**config.mk**
```make
export PLATFORM = sky130hd
export DESIGN_NAME = i2c_master_bit_sequencer
export DESIGN_NICKNAME = d
export VERILOG_FILES = /design/src/sv/i2cs_pkg.sv /design/src/sv/i2cs_step.sv /design/src/sv/i2c_master_bit_sequencer.sv
export SDC_FILE = /design/constraint.sdc
export NUM_CORES = 1
export LEC_CHECK = 0
export ABC_AREA = 1
export BUFFER_PORTS_ARGS = -buffer_cell sky130_fd_sc_hd__buf_2
export CAP_MARGIN = 40
export CORE_MARGIN = 4
export CORE_UTILIZATION = 41
export CTS_BUF_LIST = sky130_fd_sc_hd__clkbuf_4 sky130_fd_sc_hd__clkbuf_8
export CTS_CLUSTER_DIAMETER = 120
export DETAILED_ROUTE_END_ITERATION = 10
export GPL_ROUTABILITY_DRIVEN = 0
export PLACE_DENSITY_LB_ADDON = 0.12
export SKIP_LAST_GASP = 1
export SLEW_MARGIN = 15
export SYNTH_ARGS = -nofsm -noshare
export SYNTH_HDL_FRONTEND = slang
export SYNTH_SLANG_ARGS = --single-unit
```
**constraint.sdc**
```tcl
create_clock -name clock -period 2.49 [get_ports clock]
set_input_delay 0.3735 -clock clock [delete_from_list [all_inputs] [get_ports clock]]
set_output_delay 0.3735 -clock clock [all_outputs]
set_load 0.01 [all_outputs]
```
**src/sv/i2cs_pkg.sv**
```systemverilog
// i2cs_pkg: types, codes and constants for the I2C master bit sequencer.
// No dependencies; imported by i2cs_step and i2c_master_bit_sequencer.
`default_nettype none

package i2cs_pkg;

   localparam int unsigned DELAY_W = 16;
   localparam int unsigned LIMIT_W = 8;
   localparam int unsigned BYTE_W  = 8;
   localparam int unsigned MODE_W  = 3;
   localparam int unsigned BCNT_W  = 4;

   localparam logic [DELAY_W-1:0] DELAY_TICKS_RESET = 16'd5;
   localparam logic [LIMIT_W-1:0] ACK_LIMIT_RESET   = 8'd250;
   localparam logic [BCNT_W-1:0]  BITS_PER_BYTE     = 4'd8;

   typedef enum logic [0:0] {
      CSR_DELAY_TICKS = 1'b0,
      CSR_ACK_LIMIT   = 1'b1
   } csr_index_type;

   typedef enum logic [MODE_W-1:0] {
      MODE_NONE  = 3'd0,
      MODE_START = 3'd1,
      MODE_STOP  = 3'd2,
      MODE_WRITE = 3'd3,
      MODE_WAIT  = 3'd4,
      MODE_READ  = 3'd5
   } mode_type;

   typedef enum logic [5:0] {
      OP_IDLE  = 6'b000001,
      OP_START = 6'b000010,
      OP_STOP  = 6'b000100,
      OP_WRITE = 6'b001000,
      OP_WAIT  = 6'b010000,
      OP_READ  = 6'b100000
   } op_type;

   typedef enum logic [5:0] {
      PH_0 = 6'b000001,
      PH_1 = 6'b000010,
      PH_2 = 6'b000100,
      PH_3 = 6'b001000,
      PH_4 = 6'b010000,
      PH_5 = 6'b100000
   } phase_type;

   typedef struct packed {
      op_type              op;
      phase_type           phase;
      logic [BCNT_W-1:0]   bit_count;
      logic [BYTE_W-1:0]   shift_reg;
      logic [DELAY_W-1:0]  delay_count;
      logic [LIMIT_W-1:0]  ack_timer;
      logic                ack_choice;
      logic                scl;
      logic                sda;
      logic [BYTE_W-1:0]   rx;
      logic                err;
   } state_type;

   typedef struct packed {
      logic [DELAY_W-1:0] delay_ticks;
      logic [LIMIT_W-1:0] ack_limit;
   } cfg_type;

   typedef struct packed {
      logic [MODE_W-1:0] mode;
      logic [BYTE_W-1:0] tx_byte;
      logic              send_ack;
      logic              sda_level;
   } item_type;

endpackage

`default_nettype wire

```
**src/sv/i2cs_step.sv**
```systemverilog
// i2cs_step: next state of the sequencer for one tick.
// Depends on i2cs_pkg.
`default_nettype none

module i2cs_step
   import i2cs_pkg::*;
(
   input  var state_type cur,
   input  var item_type  item,
   input  var cfg_type   cfg,
   output state_type     nxt,
   output logic          done
);

   logic [DELAY_W-1:0] arm;
   logic [BCNT_W-1:0]  bit_inc;

   assign arm     = (cfg.delay_ticks == '0) ? DELAY_W'(1) : cfg.delay_ticks;
   assign bit_inc = cur.bit_count + BCNT_W'(1);

   always_comb begin
      nxt  = cur;
      done = 1'b0;
      priority if (cur.op == OP_IDLE) begin
         unique case (mode_type'(item.mode))
            MODE_START: begin
               nxt.op          = OP_START;
               nxt.phase       = PH_1;
               nxt.sda         = 1'b0;
               nxt.scl         = 1'b1;
               nxt.delay_count = arm;
            end
            MODE_STOP: begin
               nxt.op          = OP_STOP;
               nxt.phase       = PH_1;
               nxt.scl         = 1'b0;
               nxt.sda         = 1'b1;
               nxt.delay_count = arm;
            end
            MODE_WRITE: begin
               nxt.op          = OP_WRITE;
               nxt.phase       = PH_1;
               nxt.scl         = 1'b0;
               nxt.bit_count   = '0;
               nxt.sda         = ~item.tx_byte[BYTE_W-1];
               nxt.shift_reg   = {item.tx_byte[BYTE_W-2:0], 1'b0};
               nxt.delay_count = arm;
            end
            MODE_WAIT: begin
               nxt.op          = OP_WAIT;
               nxt.phase       = PH_1;
               nxt.err         = 1'b0;
               nxt.sda         = 1'b0;
               nxt.delay_count = arm;
            end
            MODE_READ: begin
               nxt.op          = OP_READ;
               nxt.phase       = PH_1;
               nxt.sda         = 1'b0;
               nxt.scl         = 1'b0;
               nxt.shift_reg   = '0;
               nxt.bit_count   = '0;
               nxt.ack_choice  = item.send_ack;
               nxt.delay_count = arm;
            end
            default: ;
         endcase
      end else if (cur.op == OP_WAIT && cur.phase == PH_4) begin
         priority if (!item.sda_level) begin
            nxt.scl   = 1'b0;
            nxt.op    = OP_IDLE;
            nxt.phase = PH_0;
            done      = 1'b1;
         end else if (cur.ack_timer >= cfg.ack_limit) begin
            nxt.err         = 1'b1;
            nxt.op          = OP_STOP;
            nxt.phase       = PH_1;
            nxt.scl         = 1'b0;
            nxt.sda         = 1'b1;
            nxt.delay_count = arm;
         end else begin
            nxt.ack_timer = cur.ack_timer + LIMIT_W'(1);
         end
      end else if (cur.delay_count > DELAY_W'(1)) begin
         nxt.delay_count = cur.delay_count - DELAY_W'(1);
      end else begin
         nxt.delay_count = '0;
         unique case (cur.op)
            OP_START: begin
               if (cur.phase == PH_1) begin
                  nxt.sda         = 1'b1;
                  nxt.phase       = PH_2;
                  nxt.delay_count = arm;
               end else begin
                  nxt.scl   = 1'b0;
                  nxt.op    = OP_IDLE;
                  nxt.phase = PH_0;
                  done      = 1'b1;
               end
            end
            OP_STOP: begin
               priority if (cur.phase == PH_1) begin
                  nxt.scl         = 1'b1;
                  nxt.phase       = PH_2;
                  nxt.delay_count = arm;
               end else if (cur.phase == PH_2) begin
                  nxt.sda         = 1'b0;
                  nxt.phase       = PH_3;
                  nxt.delay_count = arm;
               end else begin
                  nxt.op    = OP_IDLE;
                  nxt.phase = PH_0;
                  done      = 1'b1;
               end
            end
            OP_WRITE: begin
               priority if (cur.phase == PH_1) begin
                  nxt.scl         = 1'b1;
                  nxt.phase       = PH_2;
                  nxt.delay_count = arm;
               end else if (cur.phase == PH_2) begin
                  nxt.scl         = 1'b0;
                  nxt.phase       = PH_3;
                  nxt.delay_count = arm;
               end else begin
                  nxt.bit_count = bit_inc;
                  if (bit_inc >= BITS_PER_BYTE) begin
                     nxt.op    = OP_IDLE;
                     nxt.phase = PH_0;
                     done      = 1'b1;
                  end else begin
                     nxt.sda         = ~cur.shift_reg[BYTE_W-1];
                     nxt.shift_reg   = {cur.shift_reg[BYTE_W-2:0], 1'b0};
                     nxt.phase       = PH_1;
                     nxt.delay_count = arm;
                  end
               end
            end
            OP_WAIT: begin
               if (cur.phase == PH_3) begin
                  nxt.phase = PH_4;
               end else begin
                  nxt.scl         = 1'b1;
                  nxt.ack_timer   = '0;
                  nxt.phase       = PH_3;
                  nxt.delay_count = arm;
               end
            end
            OP_READ: begin
               priority if (cur.phase == PH_1) begin
                  nxt.scl         = 1'b1;
                  nxt.shift_reg   = {cur.shift_reg[BYTE_W-2:0], item.sda_level};
                  nxt.phase       = PH_3;
                  nxt.delay_count = arm;
               end else if (cur.phase == PH_2 || cur.phase == PH_3) begin
                  nxt.bit_count   = bit_inc;
                  nxt.scl         = 1'b0;
                  nxt.delay_count = arm;
                  if (bit_inc >= BITS_PER_BYTE) begin
                     nxt.rx    = cur.shift_reg;
                     nxt.sda   = cur.ack_choice;
                     nxt.phase = PH_4;
                  end else begin
                     nxt.phase = PH_1;
                  end
               end else if (cur.phase == PH_4) begin
                  nxt.scl         = 1'b1;
                  nxt.phase       = PH_5;
                  nxt.delay_count = arm;
               end else begin
                  nxt.scl   = 1'b0;
                  nxt.op    = OP_IDLE;
                  nxt.phase = PH_0;
                  done      = 1'b1;
               end
            end
            default: begin
               nxt.op    = OP_IDLE;
               nxt.phase = PH_0;
               done      = 1'b1;
            end
         endcase
      end
   end

endmodule

`default_nettype wire

```
**src/sv/i2c_master_bit_sequencer.sv**
```systemverilog
// i2c_master_bit_sequencer: tick-paced I2C master pin sequencer, top level.
// Depends on i2cs_pkg and i2cs_step.
//
//   channel  direction  handshake            payload
//   req_     in         req_valid/req_stall  mode, tx_byte, send_ack, sda_level
//   rsp_     out        rsp_valid/rsp_stall  scl, sda drive, busy, done, rx, error
//   csr_     in         csr_write_enable     csr_index, csr_wdata
//
// One tick is taken per clock cycle while rsp_ is not stalled; a taken tick is registered
// in the input register, and its result in the result register, from which it transfers.
// The state update sits between the two registers.
// reset clears the sequencer to idle with SCL high, SDA released, CSRs at their defaults.
// A stall on rsp_ holds the result register and stalls req_ once the input register fills.
`default_nettype none

module i2c_master_bit_sequencer
   import i2cs_pkg::*;
(
   input  var logic               clock,
   input  var logic               reset,
   input  var logic               req_valid,
   output logic                   req_stall,
   input  var logic [MODE_W-1:0]  req_mode,
   input  var logic [BYTE_W-1:0]  req_tx_byte,
   input  var logic               req_send_ack,
   input  var logic               req_sda_level,
   output logic                   rsp_valid,
   input  var logic               rsp_stall,
   output logic                   rsp_scl_level,
   output logic                   rsp_sda_drive_low,
   output logic                   rsp_busy_res,
   output logic                   rsp_done_res,
   output logic [BYTE_W-1:0]      rsp_rx_byte,
   output logic                   rsp_ack_error,
   input  var logic               csr_write_enable,
   input  var logic [0:0]         csr_index,
   input  var logic [DELAY_W-1:0] csr_wdata
);

   cfg_type   cfg_ff;
   cfg_type   cfg_in;
   state_type state_ff;
   state_type state_in;
   item_type  item_ff;
   item_type  item_in;
   logic      item_valid_ff;
   logic      item_valid_in;
   logic      rsp_valid_ff;
   logic      rsp_valid_in;
   logic      rsp_scl_ff, rsp_sda_ff, rsp_busy_ff, rsp_done_ff, rsp_err_ff;
   logic [BYTE_W-1:0] rsp_rx_ff;
   state_type step_nxt;
   logic      step_done;
   logic      req_take;
   logic      step_go;

   i2cs_step u_step (
      .cur  (state_ff),
      .item (item_ff),
      .cfg  (cfg_ff),
      .nxt  (step_nxt),
      .done (step_done)
   );

   assign step_go   = item_valid_ff && !(rsp_valid_ff && rsp_stall);
   assign req_stall = item_valid_ff && rsp_valid_ff && rsp_stall;
   assign req_take  = req_valid && !req_stall;

   always_comb begin
      cfg_in = cfg_ff;
      if (csr_write_enable) begin
         unique case (csr_index_type'(csr_index))
            CSR_DELAY_TICKS: cfg_in.delay_ticks = csr_wdata;
            CSR_ACK_LIMIT:   cfg_in.ack_limit   = csr_wdata[LIMIT_W-1:0];
            default: ;
         endcase
      end
   end

   assign item_in       = req_take ? item_type'{req_mode, req_tx_byte, req_send_ack,
                                                req_sda_level}
                                   : item_ff;
   assign item_valid_in = req_take | (item_valid_ff & ~step_go);
   assign state_in      = step_go ? step_nxt : state_ff;
   assign rsp_valid_in  = step_go | (rsp_valid_ff & rsp_stall);

   always_ff @(posedge clock) begin
      if (reset) begin
         cfg_ff        <= '{DELAY_TICKS_RESET, ACK_LIMIT_RESET};
         item_valid_ff <= 1'b0;
         rsp_valid_ff  <= 1'b0;
         state_ff      <= '{op: OP_IDLE, phase: PH_0, scl: 1'b1, default: '0};
      end else begin
         cfg_ff        <= cfg_in;
         item_valid_ff <= item_valid_in;
         rsp_valid_ff  <= rsp_valid_in;
         state_ff      <= state_in;
      end
   end

   always_ff @(posedge clock) begin
      item_ff <= item_in;
      if (step_go) begin
         rsp_scl_ff  <= step_nxt.scl;
         rsp_sda_ff  <= step_nxt.sda;
         rsp_busy_ff <= (step_nxt.op != OP_IDLE);
         rsp_done_ff <= step_done;
         rsp_rx_ff   <= step_nxt.rx;
         rsp_err_ff  <= step_nxt.err;
      end
   end

   assign rsp_valid         = rsp_valid_ff;
   assign rsp_scl_level     = rsp_scl_ff;
   assign rsp_sda_drive_low = rsp_sda_ff;
   assign rsp_busy_res      = rsp_busy_ff;
   assign rsp_done_res      = rsp_done_ff;
   assign rsp_rx_byte       = rsp_rx_ff;
   assign rsp_ack_error     = rsp_err_ff;

   a_done_not_busy: assert property (@(posedge clock) disable iff (reset)
      rsp_valid_ff |-> !(rsp_done_ff && rsp_busy_ff))
      else $error("done and busy reported together");

   a_idle_phase: assert property (@(posedge clock) disable iff (reset)
      state_ff.op == OP_IDLE |-> state_ff.phase == PH_0)
      else $error("idle sequencer left a phase behind");

   a_idle_delay: assert property (@(posedge clock) disable iff (reset)
      state_ff.op == OP_IDLE |-> state_ff.delay_count == '0)
      else $error("idle sequencer holds a running delay");

   a_bit_count: assert property (@(posedge clock) disable iff (reset)
      state_ff.bit_count <= BITS_PER_BYTE)
      else $error("bit counter ran past a byte");

   a_step_result: assert property (@(posedge clock) disable iff (reset)
      step_go |=> rsp_valid_ff && rsp_busy_ff == (state_ff.op != OP_IDLE))
      else $error("result register out of step with sequencer state");

endmodule

`default_nettype wire

```
==> impl_metrics.yaml <==
sta:
  rsz0062_at_grt: "false"
  period_share_pct: 88.6
  max_slew_margin_pct: 63.8
  final.setup.worst_slack_ps: 285
  tightest_slew_ps: 543
  slew_violations: 0
  hold_violations: 0
  setup_violations: 0
  tns_ps: 0
  period_needed_ps: 2210
  max_freq_mhz: 453
  finClkSkew_ps: 17.7
place:
  placed_cells: 1114
  pre_cts_ws_ps: 336
  io_buffers: 49
  hpwl_mm: 11.6
final_layout:
  antenna_cells: 0
  fillCellCount: 1554
  final_cell_mix: "192 x nand2_1, 131 x nor2_1, 122 x inv_1"
  syn_to_final_growth_pct: 11.0
  nNetsFinal: 988
  final_common_cell: "nand2_1"
  final_layout_size_suffix_gt1_share_pct: 12.7
  stdcell_count: 1130
routing:
  vias_per_cell: 5.00
  route.detailed.drc: 0
  wl_mm: 15.5
  vias: 5651
  first_pass_iters: 5
  ant_nets: 0
  wire_per_inst_um: 13.7
  drt_iter0_markers: 502
synthesis:
  ys_ff_latch: 112
  synthesis.nets: 938
  synth_area_um2: 6220
  ys_types: 44
  syn_area_per_cell_um2: 6.98
  synthCells: 891
  ys_seq_area_share_pct: 40.2
  yosysWarningCount: 0
critical_path:
  rrSetupSlack_ps: 280
  critPathKind: "reg -> reg"
  worstPathMaxFanout: 11
  crit_arrival_ps: 2330
  worstSetupStartpointType: "flip-flop"
  reg2reg_depth: 10
  rr_startpoint: "state_ff[50]"
  r2r-end: "rsp_busy_res"
  crit_path_end_kind: "flip-flop"
  worstPathRequired_ps: 2610
clock_tree:
  clock-sinks: 112
  htreeDepth: 3
  holdBufCountCts: 0
  post_cts_buffers: 0
  cts_tree: "built"
  cts_buffers: 9
  cts.clk_slew.worst_paths_ps: 110
  insertion_delay_ps: 400
  root_buffer: "clkbuf_8"
  clock_path_buffers: 2
  post_cts_resized: 0
flow_run:
  cap_viol_max_count: 0
floorplanning:
  die_area_um2: 17200
  io_pins: 50
  rows: 44
  initial_core_util_pct: 42.3
  coreArea_um2: 14700
  die_w_um: 131
  dieHeight_um: 131
hold_path:
  hold_path.class: "in -> reg"
  whs_path_depth: 1
  whs_endpoint: "item_ff[6]"
  worstHoldStart: "req_tx_byte[4]"
grt:
  grt_usage_pct: 18.2
  overflow: 0
  antenna_found_initial: 0
  grt_max_degree: 25
  grt_pass1_vias: 5308
  grt_pass1_wl_mm: 26.2
power_and_ir_drop:
  leakagePower_nw: 3.26
  vdd_ir_drop_max_v: 0.000359
  p_per_area_nw_per_um2: 614
outcome:
  status: "completed"
## per-stage QoR
step / util, % / total power [mW] / instance area [um2] / hold slack [ps]
global route: 47.0 / 4.50 / 6910 / 114
detailed placement: 45.4 / 3.02 / 6680 / 460
global placement: 45.4 / 3.02 / 6680 / 459
finish: 47.0 / 4.24 / 6910 / 148
floorplan: - / 2.75 / 6220 / 436
CTS: 47.0 / 4.30 / 6910 / 121
## Yosys cell counts
| library cell | count | area, um2 |
|---|---|---|
| clkinv_1 | 1 | 3.75 |
| a21oi_1 | 53 | 265 |
| and3_1 | 1 | 6.26 |
| and2_1 | 1 | 6.26 |
| a21boi_0 | 1 | 7.51 |
| clkinv_2 | 1 | 5.00 |
| nor3_4 | 1 | 16.3 |
| nor2_2 | 5 | 31.3 |
| o21ai_1 | 17 | 85.1 |
| buf_6 | 3 | 33.8 |
| a211oi_1 | 2 | 15.0 |
| clkbuf_1 | 13 | 48.8 |
| buf_4 | 1 | 7.51 |
| o211ai_1 | 14 | 105 |
| o21ai_0 | 62 | 310 |
| nand2_1 | 192 | 721 |
| buf_1 | 2 | 7.51 |
| nand4_4 | 1 | 21.3 |
| inv_4 | 1 | 6.26 |
| nor2_4 | 5 | 56.3 |
| inv_2 | 9 | 33.8 |
| o21ai_2 | 3 | 26.3 |
| dfxtp_1 | 86 | 1720 |
| nor4_1 | 4 | 25.0 |
| nand3b_1 | 1 | 7.51 |
| nand2_2 | 6 | 37.5 |
| nand2_4 | 2 | 22.5 |
| nor3_1 | 11 | 55.1 |
| nand3_1 | 52 | 260 |
| edfxtp_1 | 26 | 781 |
| inv_1 | 122 | 458 |
| nand3_2 | 4 | 40.0 |
| xnor2_1 | 1 | 8.76 |
| ha_1 | 12 | 150 |
| nor2_1 | 131 | 492 |
| nand4_1 | 17 | 106 |
| o21a_1 | 2 | 15.0 |
| buf_2 | 4 | 20.0 |
| nor3b_1 | 2 | 15.0 |
| nor2_8 | 3 | 60.1 |
| o31ai_1 | 1 | 7.51 |
| nor3_2 | 1 | 10.0 |
| a31oi_1 | 5 | 31.3 |
| xor2_1 | 9 | 78.8 |
## registers in the layout (all words and copies together) (netlist names)
name	flops
item_valid_ff	1
cfg_ff	24
rsp_rx_byte	8
rsp_valid	1
rsp_sda_drive_low	1
state_ff	60
item_ff	13
rsp_ack_error	1
rsp_scl_level	1
rsp_done_res	1
rsp_busy_res	1
## power breakdown
part	total [mW]	leakage [nW]	internal (mW)	switching, mW
Sequential	2.06	0.953	1.98	0.0790
Combinational	0.924	2.19	0.306	0.617
Clock	1.26	0.117	0.587	0.673
Total	4.24	3.26	2.87	1.37
## per-layer routing
layer | wire length, um | global-route usage (%)
met2 | 6740 | 27.8
met1 | 7750 | 26.3
met3 | 795 | 4.24
met4 | 184 | 4.20
met5 | 0 | 0
## layout make-up
class	count	area (um2)	share of cell area [%]
Sequential cell	112	2500	36.2
Clock inverter	7	106	1.54
Clock buffer	9	124	1.79
Multi-Input combinational cell	622	3100	44.8
Tap cell	184	230	3.33
Inverter	134	507	7.34
Timing Repair Buffer	62	343	4.96
## cell families (layout without fill, tap and decap cells)
logic type,after synthesis,in the layout,synth area share [%]
AO/OA/AOI/OAI,160,160,14.0
buffers and inverters,157,212,10.0
flip-flops,112,112,40.2
XOR/XNOR,10,10,1.41
AND/OR/NAND/NOR,440,440,32.0
adder cells (fa/ha/maj),12,12,2.41
## worst max path at each step
stage	start	endpoint	cells after the start
3_3_place_gp	state_ff[50]	rsp_busy_res	10
2_1_floorplan	rsp_stall	rsp_ack_error	5
3_5_place_dp	state_ff[55]	rsp_busy_res	12
6_report	state_ff[50]	rsp_busy_res	10
5_1_grt	state_ff[50]	rsp_busy_res	10
4_1_cts	state_ff[50]	rsp_busy_res	10
## critical path: stages (launching register included)
cell     delay, ps
dfxtp_1        370
nor2_2         180
nand3_1        270
nor2_8         270
inv_2          160
nand2_2        120
inv_1           70
nand2_1         70
nand4_1        130
nor2_1         150
nand4_1        140
Power figures use the tool's default switching activity.
